$ cat config.mk
export PLATFORM = sky130hd
export DESIGN_NAME = blca_ctrl
export DESIGN_NICKNAME = d
export VERILOG_FILES = /design/src/hdl/binary_lifting_lca_engine_macros.svh /design/src/hdl/blca_pkg.sv /design/src/hdl/blca_ctrl.sv
export SDC_FILE = /design/constraint.sdc
export NUM_CORES = 1
export LEC_CHECK = 0
export BUFFER_PORTS_ARGS = -buffer_cell sky130_fd_sc_hd__buf_2
export CORE_AREA = 2 2 39 41
export DETAILED_ROUTE_END_ITERATION = 16
export DIE_AREA = 0 0 41 43
export PLACE_DENSITY = 0.75
export SYNTH_ARGS = -nofsm -noshare
export SYNTH_HDL_FRONTEND = slang
export SYNTH_SLANG_ARGS = --single-unit
$ cat constraint.sdc
create_clock -name i_clk -period 1.6 [get_ports i_clk]
set_clock_uncertainty 0.05 [all_clocks]
set_input_delay 0.24 -clock i_clk [delete_from_list [all_inputs] [get_ports i_clk]]
set_output_delay 0.24 -clock i_clk [all_outputs]
set_load 0.1 [all_outputs]
$ cat src/hdl/binary_lifting_lca_engine_macros.svh
// Assertion macros used by the lowest-common-ancestor engine datapath.
`ifndef BINARY_LIFTING_LCA_ENGINE_MACROS_SVH
`define BINARY_LIFTING_LCA_ENGINE_MACROS_SVH

// Same-cycle implication, checked on the rising clock edge outside reset.
`define BLCA_ASSERT_IMP(lbl, ante, cons, msg) \
    lbl: assert property (@(posedge i_clk) disable iff (!i_rst_n) (ante) |-> (cons)) \
        else $error(msg);

// Next-cycle implication, checked on the rising clock edge outside reset.
`define BLCA_ASSERT_NXT(lbl, ante, cons, msg) \
    lbl: assert property (@(posedge i_clk) disable iff (!i_rst_n) (ante) |=> (cons)) \
        else $error(msg);

`endif

$ cat src/hdl/blca_pkg.sv
// Shared constants, types and datapath command codes of the LCA engine.
package blca_pkg;

    localparam int NODES    = 1024;
    localparam int LEVELS   = 10;
    localparam int NODE_W   = $clog2(NODES);
    localparam int LVL_W    = (LEVELS > 1) ? $clog2(LEVELS) : 1;
    localparam int DEPTH_W  = 10;
    localparam int CNT_W    = 11;
    localparam int PATH_W   = 11;
    localparam int KIND_W   = 2;
    localparam int JT_DEPTH = LEVELS * NODES;
    localparam int JT_AW    = LVL_W + NODE_W;

    // Request codes, echoed as result codes.
    localparam logic [KIND_W-1:0] REQ_LOAD    = 2'd0;
    localparam logic [KIND_W-1:0] REQ_BUILD   = 2'd1;
    localparam logic [KIND_W-1:0] REQ_QUERY   = 2'd2;
    // Unused code; such a request is dropped without a result.
    localparam logic [KIND_W-1:0] REQ_UNKNOWN = 2'd3;

    // Commands from the controller to the datapath.
    typedef enum logic [4:0] {
        OP_NONE, OP_CAP, OP_LOAD,
        OP_B_RD1, OP_B_RD2, OP_B_WR, OP_B_DONE,
        OP_Q_RDA, OP_Q_RDB, OP_Q_ORD,
        OP_L_RDJ, OP_L_RDD, OP_L_UPD, OP_EQ,
        OP_C_RDU, OP_C_RDV, OP_C_UPD,
        OP_A_RD, OP_A_DEP, OP_A_CAP, OP_FIN
    } t_dp_op;

    // Status from the datapath to the controller.
    typedef struct packed {
        logic [KIND_W-1:0] kind;
        logic              q_ok;
        logic              lvl_zero;
        logic              lvl_last;
        logic              node_last;
        logic              u_eq_v;
        logic              out_free;
    } t_dp_status;

endpackage

$ cat src/hdl/blca_ctrl.sv
// Controller state machine that sequences loads, builds and queries.
module blca_ctrl (
    input  logic                i_clk,
    input  logic                i_rst_n,
    input  logic                i_req_valid,
    output logic                o_req_ready,
    input  blca_pkg::t_dp_status i_status,
    output blca_pkg::t_dp_op    o_op
);
    import blca_pkg::*;

    typedef enum logic [4:0] {
        S_IDLE, S_DISP, S_LOAD,
        S_B_RD1, S_B_RD2, S_B_WR, S_B_DONE,
        S_Q_RDA, S_Q_RDB, S_Q_ORD,
        S_L_RDJ, S_L_RDD, S_L_UPD, S_EQ,
        S_C_RDU, S_C_RDV, S_C_UPD,
        S_A_RD, S_A_DEP, S_A_CAP, S_FIN
    } t_state;

    t_state r_state;
    t_state n_state;

    assign o_req_ready = (r_state == S_IDLE);

    // Command issued in each state.
    always_comb begin
        case (r_state)
            S_IDLE:   o_op = i_req_valid ? OP_CAP : OP_NONE;
            S_DISP:   o_op = OP_NONE;
            S_LOAD:   o_op = OP_LOAD;
            S_B_RD1:  o_op = OP_B_RD1;
            S_B_RD2:  o_op = OP_B_RD2;
            S_B_WR:   o_op = OP_B_WR;
            S_B_DONE: o_op = OP_B_DONE;
            S_Q_RDA:  o_op = OP_Q_RDA;
            S_Q_RDB:  o_op = OP_Q_RDB;
            S_Q_ORD:  o_op = OP_Q_ORD;
            S_L_RDJ:  o_op = OP_L_RDJ;
            S_L_RDD:  o_op = OP_L_RDD;
            S_L_UPD:  o_op = OP_L_UPD;
            S_EQ:     o_op = OP_EQ;
            S_C_RDU:  o_op = OP_C_RDU;
            S_C_RDV:  o_op = OP_C_RDV;
            S_C_UPD:  o_op = OP_C_UPD;
            S_A_RD:   o_op = OP_A_RD;
            S_A_DEP:  o_op = OP_A_DEP;
            S_A_CAP:  o_op = OP_A_CAP;
            S_FIN:    o_op = OP_FIN;
            default:  o_op = OP_NONE;
        endcase
    end

    // Next-state logic.
    always_comb begin
        n_state = r_state;
        case (r_state)
            S_IDLE:   if (i_req_valid) n_state = S_DISP;
            S_DISP: begin
                case (i_status.kind)
                    REQ_LOAD:  n_state = S_LOAD;
                    REQ_BUILD: n_state = (LEVELS > 1) ? S_B_RD1 : S_B_DONE;
                    REQ_QUERY: n_state = i_status.q_ok ? S_Q_RDA : S_FIN;
                    default:   n_state = S_IDLE;
                endcase
            end
            S_LOAD:   n_state = S_FIN;
            S_B_RD1:  n_state = S_B_RD2;
            S_B_RD2:  n_state = S_B_WR;
            S_B_WR: begin
                n_state = (i_status.node_last && i_status.lvl_last) ? S_B_DONE : S_B_RD1;
            end
            S_B_DONE: n_state = S_FIN;
            S_Q_RDA:  n_state = S_Q_RDB;
            S_Q_RDB:  n_state = S_Q_ORD;
            S_Q_ORD:  n_state = S_L_RDJ;
            S_L_RDJ:  n_state = S_L_RDD;
            S_L_RDD:  n_state = S_L_UPD;
            S_L_UPD:  n_state = i_status.lvl_zero ? S_EQ : S_L_RDJ;
            S_EQ:     n_state = i_status.u_eq_v ? S_FIN : S_C_RDU;
            S_C_RDU:  n_state = S_C_RDV;
            S_C_RDV:  n_state = S_C_UPD;
            S_C_UPD:  n_state = i_status.lvl_zero ? S_A_RD : S_C_RDU;
            S_A_RD:   n_state = S_A_DEP;
            S_A_DEP:  n_state = S_A_CAP;
            S_A_CAP:  n_state = S_FIN;
            S_FIN:    if (i_status.out_free) n_state = S_IDLE;
            default:  n_state = S_IDLE;
        endcase
    end

    // State register.
    always_ff @(posedge i_clk) begin
        if (!i_rst_n) begin
            r_state <= S_IDLE;
        end else begin
            r_state <= n_state;
        end
    end
endmodule

; ---- Yosys cells after proc, flatten, opt, wreduce, memory -nomap -nowiden
; Cells that the tools add are included.
; Widths: inputs -> output; s select.
[classes]
reduce_logical = 5
eq_ne = 24
mux = 11
[op_table]
columns = op, count
row1 = $pmux 5 s20, 1
row2 = $pmux 5 s19, 1
row3 = $eq 5x4->1 const B, 8
row4 = $eq 5x5->1 const B, 5
row5 = $mux 5, 5
row6 = $eq 5x3->1 const B, 4
row7 = $pmux 5 s3, 1
row8 = $eq 5x2->1 const B, 2
row9 = $mux 3, 2
row10 = $eq 5x1->1 const B, 1
row11 = $logic_not 5->1, 1
row12 = $ne 2x2->1 const B, 2
row13 = $reduce_or 3->1, 1
row14 = $eq 2x1->1 const B, 1
row15 = $eq 2x2->1 const B, 1
row16 = $logic_not 2->1, 1
row17 = $reduce_and 2->1, 1
row18 = $logic_and 1x1->1, 1
row19 = $mux 1, 1
[word_totals]
ff_bits = 5
input_bits = 11
elab_cells = 41
out_inout_bits = 6

; ---- Longest topological paths before layout
[depth]
depth_word = 3
depth_mapped = 6
mapped_depth_nobuf = 4

; ---- Worst setup path before layout
; Ideal clock, no wire load.
[synth_timing]
path_type = reg-to-output
start = register r_state[1]
end = output o_op[1]
t_required_ns = 1.310
path_buffers = 2
setup_slack_ns = -1.586
stages_incl_launch_ff = 4
t_arrival_ns = 2.896
cell_sequence = dfxtp_1 -> buf_4 -> buf_4 -> a21boi_0
[synth_via]
elab_chain_cells = 2
word_cells_on_any_way = 21
classes_between = 19 x eq/ne / 1 x mux / 1 x reduce/logical
[synth_rtl]
columns = item, line_no
row1 = from (decl), blca_ctrl.sv:21  ; t_state r_state;
row2 = from (signal assigned), blca_ctrl.sv:97  ; r_state <= n_state;
row3 = $eq 5x5->1 (tied with other cells), blca_ctrl.sv:28  ; case (r_state)
row4 = $pmux 5 s20 (*), blca_ctrl.sv:28
row5 = to (decl), blca_ctrl.sv:8  ; output blca_pkg::t_dp_op o_op
; Mark *: on every way between the ends. The rest lies on a longest branch, timed or not.

; ---- Worst setup path after layout
[layout_timing]
start = register r_state[4]
end = output o_op[0]
; The elaborated chain is that of the path after synthesis.

==> impl_metrics.csv <==
group,metric,value,unit
floorplanning,row_count,14,
critical_path,path_cells,"nor4_4 -> a21oi_2 -> o22ai_4 -> buf_12",
cts,cts.sinks,5,
cts,numCtsBuffers,3,
sta,fin_hold_ws,0.203,ns
layout,nets,125,
placement,pre_cts_ws,0.103,ns
critical_path,cpLargestDelayFamily,"flip-flops",
run_status,violations,"setup timing",
global_routing,use_met1,33.8,%
sta,relSlewSlack,77.7,%
power_and_ir_drop,peakVddDrop,2130,uV
global_routing,grt_use_total,23.6,%
placement,numPortBuffers,16,
synth,synth_fp_nets,99,
layout,top_regs,"r_state: 5 flops",
sta,fin_ws,-0.0760,ns
critical_path,critPathBufInv,1,
run,drv_cap,0,
floorplanning,start_util,47.6,%
power_and_ir_drop,power_density,2300,mW/mm2
sta,report.final.slew_viol_count,0,
sta,finalHoldViolCount,0,
layout,area_delta_synth_final,56.9,%
drt,viasPerCell,6.31,
critical_path,startpoint_type,"flop",
synth,yosysWarningCount,0,
sta,grt_setup_unrepaired,"yes",
synth,syn_area,659,um2
cts,tritoncts,"done",
layout,finalInstanceArea,0.00103,mm2
critical_path,worst-path-max-fanout,8,
synth,synth_ff_type,"dfxtp_1",
critical_path,crit_path_end_kind,"output port",
critical_path,critPathKind,"flop to output port",
layout,layout_common_cells,"14 x buf_4, 10 x buf_2, 6 x buf_12, 4 x inv_1",
drt,vias,814,
layout,n_antenna_cell,0,
cts,cts_root_buf,"clkbuf_4",
sta,tns,-0.199,ns
drt,wirelength,2050,um
critical_path,crit_arrival,1.39,ns
sta,timing.fmax,597,MHz
cts,clockBufferDepth,2,
global_routing,grt_pass1_wl,2860,um
placement,place_area,880,um2
drt,drt_iter0_markers,32,
cts,cts_hold_buf,0,
synth,syn_inst,88,
synth,synth_seq_cells,5,
floorplanning,io_pins,17,
synth,synth_edf_count,0,
layout,n_fill_cell,103,
synth,yosysSeqAreaShare,15.2,%
global_routing,gr-usage-met3,3.14,%
global_routing,grt-ovfl-total,0,
synth,syn_avg_cell_area,7.49,um2
global_routing,antenna_found_initial,0,
layout,drive_gt1_share,48.7,%
layout,largest_reg_flops,5,
placement,routabilityCongestion,0.829,
synth,ys_async_sr_fraction,0,%
critical_path,critPathMaxStageDelay,0.38,ns
global_routing,busiest_layer,"met1",
run_status,run_status,"finished with violations",
cts,clk_latency,0.25,ns
drt,ant_nets,0,
cts,htreeDepth,1,
drt,drc,0,
global_routing,grt_pass1_vias,666,
cts,clkTransAtPathRegs,0.04,ns
critical_path,required,1.31,ns
worst_hold_path,hp-class,"input pin to flop",
sta,worst_pin_slew,0.331,ns
critical_path,worst_path_max_delay_cell,"dfxtp_4",
sta,timing.final.crit_share,105,%
sta,setup_viol,4,
power_and_ir_drop,leakage,0.000411,uW
layout,final_common_cell,"buf_4",
synth,yosysUniqueCellTypes,48,
layout,regMostFlops,"r_state",
floorplanning,die_y,43,um
sta,period_minus_slack,1.68,ns
placement,hpwl,1310,um
floorplanning,dieWidth,41,um
floorplanning,core,0.00138,mm2
floorplanning,design.die.area,0.00176,mm2
drt,wl_per_cell,15.9,um
drt,firstDrtPassIters,4,
layout,final_core_util,74.8,%
global_routing,grt_max_degree,20,
global_routing,use_met2,33.1,%
==> timing repair <==
item,in CTS,in global routing
resized for setup,4,15
pin swaps,3,4
setup buffers,2,5
setup endpoints to repair,5,6
==> worst reg2reg max path, stage by stage, from the launching register on <==
cell and delay [ns]:
dfxtp_4 0.37, buf_4 0.16, buf_4 0.16, and4bb_1 0.24, o21ai_1 0.06, a211o_1 0.31, nand3_1 0.07
==> logic make-up (layout without fill, tap and decap cells) <==
| family | count (synthesis) | in the layout | share of synthesized area (%) |
|---|---|---|---|
| AOI/OAI and AO/OA | 31 | 31 | 34.5 |
| and+or+nand+nor | 36 | 36 | 36.2 |
| buffers and inverters | 16 | 41 | 14.0 |
| DFF | 5 | 5 | 15.2 |
==> power by group <==
| part | total, uW | internal, uW | switching, uW |
|---|---|---|---|
| Combinational | 1930 | 804 | 1130 |
| Sequential | 292 | 186 | 106 |
| Clock | 152 | 94.6 | 57.2 |
==> through the flow <==
stage / power (uW) / cells
floorplan: 1460 / 88
global placement: 1900 / 118
detailed placement: 1920 / 118
CTS: 2140 / 124
global route: 2480 / 129
finish: 2380 / 129
==> cell usage after synthesis (all sizes together), types with 2 or more instances <==
cell    instances  area, um2
nor2b           4       25.0
nor3            2       10.0
o31a            2       17.5
nand2b          3       18.8
o21ai           5       28.8
a211oi          2       15.0
a31oi           2       12.5
inv             5       18.8
or2             2       12.5
dfxtp           5        100
nor2            5       18.8
nand3           2       10.0
nand2           2       7.51
nand4           2       12.5
a21oi           4       20.0
o21a            3       22.5
buf            10       70.1
nor3b           3       27.5
nor4            3       25.0
==> final cells by class <==
cell class	instances	area (um2)	share of cell area [%]
multi-input cells	67	559	54.1
clock buffers	4	26.3	2.54
well taps	16	20.0	1.93
flip-flops and latches	5	113	10.9
inverters	5	18.8	1.81
repair buffers	32	298	28.8
==> per-layer routing <==
layer	up-vias	part of all wire [%]
met1	386	45
met5	-	0
met2	34	48
met3	7	4.7
li1	387	-
met4	0	2.8
==> final timing paths <==
path | startpoint | endpoint | cells after the start | slack (ns)
max | r_state[4] | o_op[0] | 4 | -0.08
min | i_rst_n | r_state[3] | 2 | 0.20
max reg2reg | r_state[1] | r_state[4] | 6 | 0.10
min reg2reg | r_state[0] | r_state[0] | 3 | 0.66
(Power assumes the default switching activity.)
